==> src/rtl/hfti_pkg.sv <==
// shared types, constants and helper functions for the hex float text parser
`timescale 1ns / 1ps
`default_nettype none
package hfti_pkg;

  localparam int MaxFieldBytesDefault = 255;

  localparam logic [63:0] NA64  = 64'h7FF0_0000_0000_DEAD;
  localparam logic [63:0] NA32  = 64'h0000_0000_7F80_07A2;
  localparam logic [63:0] INF64 = 64'h7FF0_0000_0000_0000;
  localparam logic [63:0] INF32 = 64'h0000_0000_7F80_0000;

  localparam logic [11:0] BIAS64 = 12'd1023;
  localparam logic [11:0] BIAS32 = 12'd127;

  localparam logic [3:0] MAX_DIG64 = 4'd13;
  localparam logic [3:0] MAX_DIG32 = 4'd6;

  localparam logic [3:0]  DIG_SAT = 4'd15;
  localparam logic [11:0] EXP_SAT = 12'd4095;

  localparam logic [2:0] NAN_LAST = 3'd2;
  localparam logic [2:0] INF_LAST = 3'd7;

  typedef enum logic [3:0] {
    PH_START = 4'd0,
    PH_LEAD  = 4'd1,
    PH_X     = 4'd2,
    PH_MANT  = 4'd3,
    PH_DOT   = 4'd4,
    PH_FRAC  = 4'd5,
    PH_ESIGN = 4'd6,
    PH_EDIG  = 4'd7,
    PH_NAN   = 4'd8,
    PH_INF   = 4'd9
  } phase_t;

  typedef enum logic [1:0] {
    V_OPEN = 2'd0,
    V_DONE = 2'd1,
    V_FAIL = 2'd3
  } verdict_t;

  typedef enum logic [1:0] {
    OUT_NUMBER    = 2'd0,
    OUT_NAN       = 2'd1,
    OUT_MALFORMED = 2'd2
  } outcome_t;

  // parse state captured at the field end beat
  typedef struct packed {
    logic        dp;
    logic        fail;
    phase_t      phase;
    logic        negative;
    logic        lz;
    logic [51:0] frac;
    logic [3:0]  ndig;
    logic        eneg;
    logic [11:0] eacc;
    logic [7:0]  count;
  } hfti_fin_t;

  function automatic logic [4:0] hex_value(input logic [7:0] c);
    logic [4:0] v;
    v = 5'd16;
    if (c >= "0" && c <= "9") v = 5'(c - "0");
    else if (c >= "a" && c <= "f") v = 5'(c - "a" + 8'd10);
    else if (c >= "A" && c <= "F") v = 5'(c - "A" + 8'd10);
    return v;
  endfunction

  function automatic logic [7:0] nan_char(input logic [2:0] idx);
    logic [7:0] ch;
    case (idx)
      3'd0:    ch = "N";
      3'd1:    ch = "a";
      3'd2:    ch = "N";
      default: ch = 8'h00;
    endcase
    return ch;
  endfunction

  function automatic logic [7:0] inf_char(input logic [2:0] idx);
    logic [7:0] ch;
    case (idx)
      3'd0:    ch = "I";
      3'd1:    ch = "n";
      3'd2:    ch = "f";
      3'd3:    ch = "i";
      3'd4:    ch = "n";
      3'd5:    ch = "i";
      3'd6:    ch = "t";
      3'd7:    ch = "y";
      default: ch = 8'h00;
    endcase
    return ch;
  endfunction

endpackage
`default_nettype wire

==> src/rtl/hfti_scan.sv <==
// per-byte grammar tracker: holds the field state and emits it at the field end
`timescale 1ns / 1ps
`default_nettype none
module hfti_scan #(
  parameter int MAX_FIELD_BYTES = hfti_pkg::MaxFieldBytesDefault
) (
  input  wire logic               clk,
  input  wire logic               rst_n,
  input  wire logic               beat,
  input  wire logic [7:0]         text_byte,
  input  wire logic               field_end,
  input  wire logic               dp,
  output hfti_pkg::hfti_fin_t     fin
);

  localparam int CountCap = (MAX_FIELD_BYTES < 255) ? MAX_FIELD_BYTES : 255;
  localparam logic [7:0] CAP = 8'(CountCap);

  hfti_pkg::phase_t   phase_r, phase_nxt;
  hfti_pkg::verdict_t verdict_r, verdict_nxt;
  logic        neg_r, neg_nxt;
  logic        lz_r, lz_nxt;
  logic [51:0] frac_r, frac_nxt;
  logic [3:0]  ndig_r, ndig_nxt;
  logic        eneg_r, eneg_nxt;
  logic [11:0] eacc_r, eacc_nxt;
  logic [2:0]  lit_r, lit_nxt;
  logic [7:0]  count_r, count_nxt;

  logic [7:0]  count_inc;
  logic [15:0] exp_sum;
  logic [11:0] exp_sat;
  logic [4:0]  hv;
  logic        is_dig;
  logic        is_p;
  logic        is_sign;
  hfti_pkg::verdict_t verdict_fin;

  always_comb begin
    count_inc = (count_r < CAP) ? count_r + 8'd1 : count_r;
    exp_sum   = ({4'b0, eacc_r} << 3) + ({4'b0, eacc_r} << 1) + {12'b0, text_byte[3:0]};
    exp_sat   = (exp_sum > {4'b0, hfti_pkg::EXP_SAT}) ? hfti_pkg::EXP_SAT : exp_sum[11:0];
    hv        = hfti_pkg::hex_value(text_byte);
    is_dig    = (text_byte >= "0") && (text_byte <= "9");
    is_p      = (text_byte == "p") || (text_byte == "P");
    is_sign   = (text_byte == "-") || (text_byte == "+");

    phase_nxt   = phase_r;
    verdict_nxt = verdict_r;
    neg_nxt     = neg_r;
    lz_nxt      = lz_r;
    frac_nxt    = frac_r;
    ndig_nxt    = ndig_r;
    eneg_nxt    = eneg_r;
    eacc_nxt    = eacc_r;
    lit_nxt     = lit_r;
    count_nxt   = count_r;

    if (verdict_r == hfti_pkg::V_OPEN) begin
      case (phase_r)
        hfti_pkg::PH_START, hfti_pkg::PH_LEAD: begin
          if (phase_r == hfti_pkg::PH_START && is_sign) begin
            neg_nxt   = (text_byte == "-");
            count_nxt = count_inc;
            phase_nxt = hfti_pkg::PH_LEAD;
          end else if (text_byte == "0") begin
            count_nxt = count_inc;
            phase_nxt = hfti_pkg::PH_X;
          end else if (text_byte == "N") begin
            count_nxt = count_inc;
            phase_nxt = hfti_pkg::PH_NAN;
            lit_nxt   = 3'd1;
          end else if (text_byte == "I") begin
            count_nxt = count_inc;
            phase_nxt = hfti_pkg::PH_INF;
            lit_nxt   = 3'd1;
          end else begin
            verdict_nxt = hfti_pkg::V_FAIL;
          end
        end
        hfti_pkg::PH_X: begin
          if (text_byte == "x" || text_byte == "X") begin
            count_nxt = count_inc;
            phase_nxt = hfti_pkg::PH_MANT;
          end else begin
            verdict_nxt = hfti_pkg::V_FAIL;
          end
        end
        hfti_pkg::PH_MANT: begin
          if (text_byte == "1" || text_byte == "0") begin
            lz_nxt    = (text_byte == "0");
            count_nxt = count_inc;
            phase_nxt = hfti_pkg::PH_DOT;
          end else begin
            verdict_nxt = hfti_pkg::V_FAIL;
          end
        end
        hfti_pkg::PH_DOT: begin
          if (text_byte == ".") begin
            count_nxt = count_inc;
            phase_nxt = hfti_pkg::PH_FRAC;
          end else if (is_p) begin
            count_nxt = count_inc;
            phase_nxt = hfti_pkg::PH_ESIGN;
          end else begin
            verdict_nxt = hfti_pkg::V_FAIL;
          end
        end
        hfti_pkg::PH_FRAC: begin
          if (!hv[4]) begin
            frac_nxt  = {frac_r[47:0], hv[3:0]};
            ndig_nxt  = (ndig_r < hfti_pkg::DIG_SAT) ? ndig_r + 4'd1 : ndig_r;
            count_nxt = count_inc;
          end else if (is_p) begin
            count_nxt = count_inc;
            phase_nxt = hfti_pkg::PH_ESIGN;
          end else begin
            verdict_nxt = hfti_pkg::V_FAIL;
          end
        end
        hfti_pkg::PH_ESIGN: begin
          if (is_sign) begin
            eneg_nxt  = (text_byte == "-");
            count_nxt = count_inc;
            phase_nxt = hfti_pkg::PH_EDIG;
          end else if (is_dig) begin
            eacc_nxt  = exp_sat;
            count_nxt = count_inc;
            phase_nxt = hfti_pkg::PH_EDIG;
          end else begin
            verdict_nxt = hfti_pkg::V_DONE;
          end
        end
        hfti_pkg::PH_EDIG: begin
          if (is_dig) begin
            eacc_nxt  = exp_sat;
            count_nxt = count_inc;
          end else begin
            verdict_nxt = hfti_pkg::V_DONE;
          end
        end
        hfti_pkg::PH_NAN: begin
          if (text_byte == hfti_pkg::nan_char(lit_r)) begin
            count_nxt = count_inc;
            if (lit_r == hfti_pkg::NAN_LAST) verdict_nxt = hfti_pkg::V_DONE;
            else lit_nxt = lit_r + 3'd1;
          end else begin
            verdict_nxt = hfti_pkg::V_FAIL;
          end
        end
        hfti_pkg::PH_INF: begin
          if (text_byte == hfti_pkg::inf_char(lit_r)) begin
            count_nxt = count_inc;
            if (lit_r == hfti_pkg::INF_LAST) verdict_nxt = hfti_pkg::V_DONE;
            else lit_nxt = lit_r + 3'd1;
          end else begin
            verdict_nxt = hfti_pkg::V_FAIL;
          end
        end
        default: begin
          verdict_nxt = hfti_pkg::V_FAIL;
        end
      endcase
    end

    // a field that ends mid-grammar is good only inside the exponent part
    verdict_fin = verdict_nxt;
    if (verdict_nxt == hfti_pkg::V_OPEN) begin
      verdict_fin = (phase_nxt == hfti_pkg::PH_ESIGN || phase_nxt == hfti_pkg::PH_EDIG)
                    ? hfti_pkg::V_DONE : hfti_pkg::V_FAIL;
    end

    fin.dp       = dp;
    fin.fail     = (verdict_fin != hfti_pkg::V_DONE);
    fin.phase    = phase_nxt;
    fin.negative = neg_nxt;
    fin.lz       = lz_nxt;
    fin.frac     = frac_nxt;
    fin.ndig     = ndig_nxt;
    fin.eneg     = eneg_nxt;
    fin.eacc     = eacc_nxt;
    fin.count    = count_nxt;
  end

  always_ff @(posedge clk) begin
    if (!rst_n || (beat && field_end)) begin
      phase_r   <= hfti_pkg::PH_START;
      verdict_r <= hfti_pkg::V_OPEN;
      neg_r     <= 1'b0;
      lz_r      <= 1'b0;
      frac_r    <= '0;
      ndig_r    <= '0;
      eneg_r    <= 1'b0;
      eacc_r    <= '0;
      lit_r     <= '0;
      count_r   <= '0;
    end else if (beat) begin
      phase_r   <= phase_nxt;
      verdict_r <= verdict_nxt;
      neg_r     <= neg_nxt;
      lz_r      <= lz_nxt;
      frac_r    <= frac_nxt;
      ndig_r    <= ndig_nxt;
      eneg_r    <= eneg_nxt;
      eacc_r    <= eacc_nxt;
      lit_r     <= lit_nxt;
      count_r   <= count_nxt;
    end
  end

endmodule
`default_nettype wire

==> src/rtl/hfti_pack.sv <==
// assembles the ieee bits, outcome and byte count from a finished field
`timescale 1ns / 1ps
`default_nettype none
module hfti_pack (
  input  hfti_pkg::hfti_fin_t fin,
  output logic [63:0]         value_bits,
  output hfti_pkg::outcome_t  outcome,
  output logic [7:0]          bytes_used
);

  logic [63:0] na;
  logic [5:0]  sh64;
  logic [4:0]  sh32;
  logic [51:0] frac64;
  logic [23:0] frac24;
  logic [51:0] frac_sel;
  logic        frac_nz;
  logic        too_many;
  logic [11:0] bias;
  logic [11:0] bexp;
  logic        num_ok;
  logic [63:0] num_bits;

  always_comb begin
    na     = fin.dp ? hfti_pkg::NA64 : hfti_pkg::NA32;
    sh64   = {4'(hfti_pkg::MAX_DIG64 - fin.ndig), 2'b00};
    sh32   = {3'(hfti_pkg::MAX_DIG32[2:0] - fin.ndig[2:0]), 2'b00};
    frac64 = fin.frac << sh64;
    frac24 = fin.frac[23:0] << sh32;
    frac_sel = fin.dp ? frac64 : {29'b0, frac24[23:1]};
    frac_nz  = |frac_sel;
    too_many = fin.dp ? (fin.ndig > hfti_pkg::MAX_DIG64) : (fin.ndig > hfti_pkg::MAX_DIG32);
    bias     = fin.dp ? hfti_pkg::BIAS64 : hfti_pkg::BIAS32;

    num_ok = !too_many;
    bexp   = '0;
    if (fin.lz) begin
      if (!((fin.eacc == '0 && !frac_nz) ||
            (fin.eacc == bias - 12'd1 && fin.eneg && frac_nz))) begin
        num_ok = 1'b0;
      end
    end else begin
      // negative exponent stays below the bias, positive one may reach it
      if (fin.eneg ? (fin.eacc >= bias) : (fin.eacc > bias)) num_ok = 1'b0;
      bexp = fin.eneg ? bias - fin.eacc : bias + fin.eacc;
    end

    if (fin.dp) num_bits = {fin.negative, bexp[10:0], frac_sel};
    else        num_bits = {32'b0, fin.negative, bexp[7:0], frac_sel[22:0]};

    value_bits = na;
    outcome    = hfti_pkg::OUT_MALFORMED;
    bytes_used = '0;
    if (!fin.fail) begin
      case (fin.phase)
        hfti_pkg::PH_NAN: begin
          outcome    = hfti_pkg::OUT_NAN;
          bytes_used = fin.count;
        end
        hfti_pkg::PH_INF: begin
          value_bits = fin.dp ? (hfti_pkg::INF64 | {fin.negative, 63'b0})
                              : (hfti_pkg::INF32 | {32'b0, fin.negative, 31'b0});
          outcome    = hfti_pkg::OUT_NUMBER;
          bytes_used = fin.count;
        end
        default: begin
          if (num_ok) begin
            value_bits = num_bits;
            outcome    = hfti_pkg::OUT_NUMBER;
            bytes_used = fin.count;
          end
        end
      endcase
    end
  end

endmodule
`default_nettype wire

==> src/rtl/hex_float_text_to_ieee.sv <==
// top level: hex float text field parser with stream channels and apb register
//
// in channel: one ascii character per beat in in_tdata, in_tlast marks the
// last character of a field. out channel: one result beat per field, ieee
// bits and consumed byte count in out_tdata, outcome code in out_tuser.
// register 0 (byte address 0) selects float64 (1, reset value) or float32
// (0, bits in the low half); write it only while no field is in flight.
// throughput: one character per cycle with no gaps between fields, while
// in_tready is high. the character tracker updates its small state registers
// once per beat. the result of a field reaches out_tvalid through a capture
// register, which holds the finished field state, and then the output
// register, which holds the packed result.
// when out_tready is low the result stays in the output register and the
// next finished field waits in the capture register; while that capture
// slot is full and cannot move on, in_tready is low for every character.
// synchronous reset clears all field state, empties both result stages and
// sets the mode register to float64.
`timescale 1ns / 1ps
`default_nettype none
module hex_float_text_to_ieee #(
  parameter int MAX_FIELD_BYTES = hfti_pkg::MaxFieldBytesDefault
) (
  input  wire logic        clk,
  input  wire logic        rst_n,
  input  wire logic        in_tvalid,
  output logic             in_tready,
  input  wire logic [7:0]  in_tdata,     // [7:0] text_byte
  input  wire logic        in_tlast,
  output logic             out_tvalid,
  input  wire logic        out_tready,
  output logic [71:0]      out_tdata,    // [63:0] value_bits, [71:64] bytes_used
  output logic [1:0]       out_tuser,    // [1:0] outcome
  input  wire logic        cfg_psel,
  input  wire logic        cfg_penable,
  input  wire logic        cfg_pwrite,
  input  wire logic [2:0]  cfg_paddr,
  input  wire logic [31:0] cfg_pwdata,
  output logic [31:0]      cfg_prdata,
  output logic             cfg_pready
);

  logic dp_r;
  logic in_beat;
  logic snap_load;
  logic out_load;
  logic snap_valid_r, snap_valid_nxt;
  logic out_valid_r, out_valid_nxt;
  hfti_pkg::hfti_fin_t fin;
  hfti_pkg::hfti_fin_t snap_r;
  logic [63:0] value_bits;
  hfti_pkg::outcome_t outcome;
  logic [7:0]  bytes_used;
  logic [63:0] value_r;
  logic [1:0]  outcome_r;
  logic [7:0]  bytes_r;

  assign cfg_pready = 1'b1;
  assign cfg_prdata = (cfg_paddr[2] == 1'b0) ? {31'b0, dp_r} : 32'b0;

  always_ff @(posedge clk) begin
    if (!rst_n) begin
      dp_r <= 1'b1;
    end else if (cfg_psel && cfg_penable && cfg_pwrite && cfg_pready && !cfg_paddr[2]) begin
      dp_r <= cfg_pwdata[0];
    end
  end

  assign out_load  = snap_valid_r && (!out_valid_r || out_tready);
  assign in_tready = !snap_valid_r || out_load;
  assign in_beat   = in_tvalid && in_tready;
  assign snap_load = in_beat && in_tlast;

  hfti_scan #(
    .MAX_FIELD_BYTES(MAX_FIELD_BYTES)
  ) u_scan (
    .clk      (clk),
    .rst_n    (rst_n),
    .beat     (in_beat),
    .text_byte(in_tdata),
    .field_end(in_tlast),
    .dp       (dp_r),
    .fin      (fin)
  );

  hfti_pack u_pack (
    .fin       (snap_r),
    .value_bits(value_bits),
    .outcome   (outcome),
    .bytes_used(bytes_used)
  );

  always_comb begin
    snap_valid_nxt = snap_load ? 1'b1 : (out_load ? 1'b0 : snap_valid_r);
    out_valid_nxt  = out_load ? 1'b1 : (out_tready ? 1'b0 : out_valid_r);
  end

  always_ff @(posedge clk) begin
    if (!rst_n) begin
      snap_valid_r <= 1'b0;
      out_valid_r  <= 1'b0;
    end else begin
      snap_valid_r <= snap_valid_nxt;
      out_valid_r  <= out_valid_nxt;
    end
  end

  always_ff @(posedge clk) begin
    if (snap_load) snap_r <= fin;
    if (out_load) begin
      value_r   <= value_bits;
      outcome_r <= outcome;
      bytes_r   <= bytes_used;
    end
  end

  assign out_tvalid = out_valid_r;
  assign out_tdata  = {bytes_r, value_r};
  assign out_tuser  = outcome_r;

endmodule
`default_nettype wire
==> config.mk <==
export PLATFORM = sky130hd
export DESIGN_NAME = hex_float_text_to_ieee
export DESIGN_NICKNAME = d
export VERILOG_FILES = /design/src/rtl/hfti_pkg.sv /design/src/rtl/hfti_scan.sv /design/src/rtl/hfti_pack.sv /design/src/rtl/hex_float_text_to_ieee.sv
export SDC_FILE = /design/constraint.sdc
export NUM_CORES = 1
export LEC_CHECK = 0
export ABC_AREA = 1
export BUFFER_PORTS_ARGS = -buffer_cell sky130_fd_sc_hd__clkbuf_2
export CORE_ASPECT_RATIO = 0.75
export CORE_MARGIN = 2
export CORE_UTILIZATION = 60
export DETAILED_ROUTE_END_ITERATION = 8
export GPL_ROUTABILITY_DRIVEN = 0
export GPL_TIMING_DRIVEN = 1
export PLACE_DENSITY_LB_ADDON = 0.15
export SLEW_MARGIN = 10
export SYNTH_ARGS = -nofsm -noshare
export SYNTH_HDL_FRONTEND = slang
export SYNTH_SLANG_ARGS = --single-unit
==> constraint.sdc <==
create_clock -name clk -period 7.2 [get_ports clk]
set_clock_uncertainty 0.05 [all_clocks]
set_input_delay 1.08 -clock clk [delete_from_list [all_inputs] [get_ports clk]]
set_output_delay 1.08 -clock clk [all_outputs]
set_load 0.005 [all_outputs]
Yosys cells after proc, flatten, opt, wreduce, memory -nomap -nowiden --
Memory sizes are Yosys's and may differ from the RTL's. A register that Yosys moved wholly into a read port is not among the register bits. Cells that the tools add are included.
Cells by class: add/sub/neg operators 15, multiply operators 0, div/mod/pow operators 0, $lt $le $gt $ge 13, equal/unequal tests 38, shift operators 2, muxes and demuxes 112, bitwise gates (word level) 0, reductions and logical operators 41
Operators with widths (count):
- 2-to-1 mux 64 bit | 4
- 2-to-1 mux 52 bit | 4
- 2-to-1 mux 8 bit | 21
- case mux 64 bit (2 select lines) | 1
- case mux 8 bit (9 select lines) | 1
- 2-to-1 mux 4 bit | 16
- 2-to-1 mux 63 bit | 1
- OR reduction 52 bit | 1
- left shift 52 x 6 -> 52 bit | 1
- == test 8 x 7 -> 1 bit, second input constant | 6
- 2-to-1 mux 12 bit | 4
- == test 8 x 6 -> 1 bit, second input constant | 5
- 2-to-1 mux 2 bit | 19
- 2-to-1 mux 3 bit | 10
- == test 4 x 3 -> 1 bit, second input constant | 6
- case mux 12 bit (2 select lines) | 1
- case mux 4 bit (6 select lines) | 1
- left shift 24 x 5 -> 24 bit | 1
- 2-to-1 mux 11 bit | 2
- 2-to-1 mux 1 bit | 19
- case mux 2 bit (9 select lines) | 1
- adder 15 x 13 -> 16 bit | 1
- adder 16 x 4 -> 16 bit | 1
- == test 4 bit, second input constant | 4
- other kinds (48) | 90
Word-level totals: register bits 250, latch bits 0, RAM bits 0, bits in read-only memories 48, input bits 51, output and inout bits 109, memories 1
Memory list:
- (no name shown) | depth 8, bits a word 6, read ports 1, clocked after Yosys merged registers in 1, write ports 0, line hfti_pkg.sv:86 | case (idx)

Longest topological paths before layout --
depth after elaboration 13, depth in mapped cells 23, mapped depth without buffers 21

By module --
Synthesis repeated with hierarchy kept, for this count alone.
Second synthesis, totals: cell total of the unflattened synthesis 2352, area total of the unflattened synthesis 17047.6 um^2
Modules (own cells, without submodules):
- hfti_scan | instances 1, cells an instance 1244, area an instance 7687.4 um^2, seq. area each 1881.8 um^2
- hex_float_text_to_ieee | instances 1, cells an instance 220, area an instance 5191.2 um^2, seq. area each 4834.6 um^2
- hfti_pack | instances 1, cells an instance 888, area an instance 4169.0 um^2, seq. area each 0.0 um^2

Worst setup path before layout --
No wires, ideal clock.
path kind in2reg, start in out_tready, end reg bytes_r[0] (enable), arrival time 4708 ps, path slack 1911 ps, cell stages on the path 2, path buffers 0, cell sequence inv_1 a21oi_1
On the way: cells in the longest elaborated chain, start to end 2
Ends and longest elaborated chain:
- from (decl) | line hex_float_text_to_ieee.sv:30 | input wire logic out_tready,
- logical OR 1 bit | line hex_float_text_to_ieee.sv:68 | assign out_load = snap_valid_r && (!out_valid_r || out_tready);
- logical AND 1 bit | line hex_float_text_to_ieee.sv:68
- via out_load | line hex_float_text_to_ieee.sv:45 | logic out_load;
- to (signal assigned) | line hex_float_text_to_ieee.sv:112 | bytes_r <= bytes_used;
- to (decl) | line hex_float_text_to_ieee.sv:55 | logic [7:0] bytes_r;
The timed path passes the listed nets, and every way through them passes these cells. A chain may end at the register's enable or synchronous reset.

Worst setup path after layout --
start reg snap_r[22] (netlist name), end reg value_r[29], data pin
On the way: cells in the longest elaborated chain, start to end 12, elaborated cells on any way between the ends 21, classes of those cells add/sub (2); order compare (2); shift (2); mux (9); reduce/logical (6)
Ends and longest elaborated chain:
- from (decl) | line hex_float_text_to_ieee.sv:49 | hfti_pkg::hfti_fin_t snap_r;
- from (signal assigned) | line hex_float_text_to_ieee.sv:108 | if (snap_load) snap_r <= fin;
- subtractor 4 bit / subtractor 3 bit (equally long branches) | line hfti_pack.sv:26, hfti_pack.sv:27
- left shift 52 x 6 -> 52 bit / left shift 24 x 5 -> 24 bit (equally long branches) | line hfti_pack.sv:28, hfti_pack.sv:29
- 2-to-1 mux 52 bit | line hfti_pack.sv:30 | frac_sel = fin.dp ? frac64 : {29'b0, frac24[23:1]};
- OR reduction 52 bit | line hfti_pack.sv:31 | frac_nz = |frac_sel;
- zero test 1 bit | line hfti_pack.sv:38 | if (!((fin.eacc == '0 && !frac_nz) ||
- logical AND 1 bit | line hfti_pack.sv:38
- logical OR 1 bit | line hfti_pack.sv:38
- 2-to-1 mux 1 bit | line hfti_pack.sv:38
- 2-to-1 mux 1 bit | line hfti_pack.sv:37 | if (fin.lz) begin
- 2-to-1 mux 64 bit (*) | line hfti_pack.sv:67 | if (num_ok) begin
- case mux 64 bit (2 select lines) (*) | line hfti_pack.sv:55 | case (fin.phase)
- 2-to-1 mux 64 bit (*) | line hfti_pack.sv:54 | if (!fin.fail) begin
- via u_pack.value_bits[29] | line hfti_pack.sv:6 | output logic [63:0] value_bits,
- to (signal assigned) | line hex_float_text_to_ieee.sv:110 | value_r <= value_bits;
- to (decl) | line hex_float_text_to_ieee.sv:53 | logic [63:0] value_r;
Mark *: on every way through the listed nets, which the timed path passes. The rest lies on a longest branch.

==> qor.csv <==
metric;value;unit
outcome;finished clean;
r2r setup slk;2.12;ns
Hold/Removal Path Class;flip-flop to flip-flop;
# IOs;160;
top-count cell post-synth;nand2_1;
Slew Limit Fails;0;
Slew HR;15.2;%
largest cells by area after synthesis;edfxtp_1 (30%), nand2_1 (13%), dfxtp_1 (12%), nand3_1 (7.0%), inv_1 (6.8%);
CP Cell Sequence;ha_1, inv_1, nand2_1, nand2_1, nand2_1, inv_1, nand3_1, nand2_1, nor2_1, nand2_1, nor2_1, nand2_1, nor2_1, nand2_1, nand2_1, nand3_2, nand3_4, inv_2, nand2_1, nand2_1, o21ai_1;
Final setup viols;0;
largest net degree at the start of global routing;86;
I/O Buffers;94;
Netlist cell types;50;
Longest Clk Path Bufs;3;
proportion of netlist area held by the largest area contributor;29.7;%
Max VDD drop;208;uV
worst-path fanout max;45;
Syn Std Cell Area;16100;um2
setup TNS;0;ns
initial DRC count;2317;
CP Launch Type;flip-flop;
required time of the critical path;7.41;ns
Synth Register Bits;256;
post-DP HPWL;30800;um
period utilisation layout;70.5;%
slew of the pin with the lowest slew margin;1.27;ns
layout cells sized above 1;7.58;%
Clk pin slew, worst setup/hold paths;0.06;ns
cell count after synthesis;2235;
GRT Resource Usage Total;30.1;%
Yosys top cell by area;edfxtp_1;
H-tree depth;1;
post-CTS setup buffers;0;
Critical-path top delay cell;inv_1;
Filler Cell Count;2284;
Post-synth ARST share;0;%
Max Fclk;197;MHz
nets;2365;
Vias;15300;
register area share after synthesis;41.7;%
gr ovfl total;0;
antenna cell count;0;
First-pass DRT Iterations;7;
largest stage delay on the critical path;1.06;ns
CTS Hold Bufs;0;
CTS tree;done;
global-route wire length before repair;68500;um
CTS resizes;0;
initial antenna violation count;0;
syn avg cell area;7.20;um2
Die Y;146;um
Max Cap Viol;0;
RSZ-0062 raised after global routing;false;
Post-synth top cells;nand2_1 (564), inv_1 (293), nand3_1 (224);
Starting Density;61.5;%
Die W;193;um
Syn-to-layout area delta;7.81;%
Worst Path Arrival;5.29;ns
most used cell, CP;nand2_1;
Top FF cell, synth;edfxtp_1;
Pwr Density;203;nW/um2
vias in the first global route;13200;
final WL;42900;um
WL/cell;16.3;um
Post-synth EDFFs;159;
Power Total;0.00352;W
Die ar.;28200;um2
Rows;51;
vias per inst;5.83;
drt drc;0;
antenna-violating nets left;0;
clock insertion delay at the later pin of the skew report;0.54;ns
CTS buffer count;27;
WHS;0.448;ns
fin crit period;5.08;ns
Hold Vio Cnt, Final;0;
Worst Setup End Kind;flip-flop;
crit path kind;flip-flop to flip-flop;
Core ar.;26200;um2
root buffer cell;clkbuf_16;
Leak;8.13;nW
Ys Warns;0;
CTS Sinks;256;
-- cells by family after synthesis --
family / after synthesis / share of synthesized area, %
xor gates and xnor gates: 27 / 1.56
DFF: 256 / 41.7
adders and majority gates: 50 / 4.03
and+or+nand+nor: 1013 / 26.3
buffers and inverters: 434 / 11.2
other: 2 / 0.0467
AOI/OAI and AO/OA: 453 / 15.0
-- cell usage in the layout (no fill, tap or decap), types with 27 or more instances in the layout --
cell and count:
a21oi_1 163, o21ai_0 208, dfxtp_1 97, clkbuf_2 94, clkbuf_16 27, conb_1 32, ha_1 47, nor2_1 164
nand2_1 562, edfxtp_1 159, nand3_1 224, inv_1 292
-- per-layer routing --
metal	vias up	track usage, %	part of all wire [%]
li1	7378	-	-
met1	6914	47.4	45
met4	0	5.64	2.0
met2	932	41.7	40
met3	91	7.43	13
met5	-	0	0
-- state kept, by name, summed over array words and instances (netlist names), 2 cells and up, named ones only --
signal            cells
u_scan.count_r        8
out_tuser             2
u_scan.ndig_r         4
snap_r               85
u_scan.eacc_r        12
u_scan.phase_r        4
u_scan.frac_r        52
bytes_r               8
u_scan.lit_r          3
u_scan.verdict_r      2
value_r              64
-- power breakdown --
| part | switching (W) | internal (W) | total [W] |
|---|---|---|---|
| Clock | 0.000566 | 0.000764 | 0.00133 |
| Combinational | 0.000369 | 0.000149 | 0.000518 |
| Sequential | 0.0000451 | 0.00163 | 0.00167 |
| Total | 0.000980 | 0.00254 | 0.00352 |
-- path summary, 6_finish.rpt --
kind         cells past startpoint     endpoint  startpoint
max                             21  value_r[29]  snap_r[22]
min reg2reg                      0   snap_r[84]        dp_r
max reg2reg                     21  value_r[29]  snap_r[22]
min                              0   snap_r[84]        dp_r
-- cell type report --
cell class                 instances  area, um2  share of cell area (%)
tap                              344        430                    2.48
clock inverter                    11        115                   0.664
timing repair buffer             104        546                    3.14
multi-input combinational       1575       7700                    44.4
inverter                         300       1130                    6.50
sequential                       256       6720                    38.7
clock buffer                      37        713                    4.11
-- stage by stage --
stage	instance area, um2	worst slack (ns)	utilization, %	cells
after CTS	17300	2.34	66.3	2627
after global placement	16500	2.27	63.1	2579
after floorplan	16200	1.91	-	2265
final	17300	2.12	66.3	2627
after detailed placement	16500	2.21	63.1	2579
after global routing	17300	1.73	66.3	2627
-- worst max-delay path: cells and delay by family (launching register included) --
family / cells / cell delay [ns]
flip-flops: 1 / 0.50
AO/OA/AOI/OAI: 1 / 0.12
buffers and inverters: 3 / 1.46
adder cells (fa/ha/maj): 1 / 0.26
AND/OR/NAND/NOR: 16 / 2.39
(Power assumes the default switching activity.)
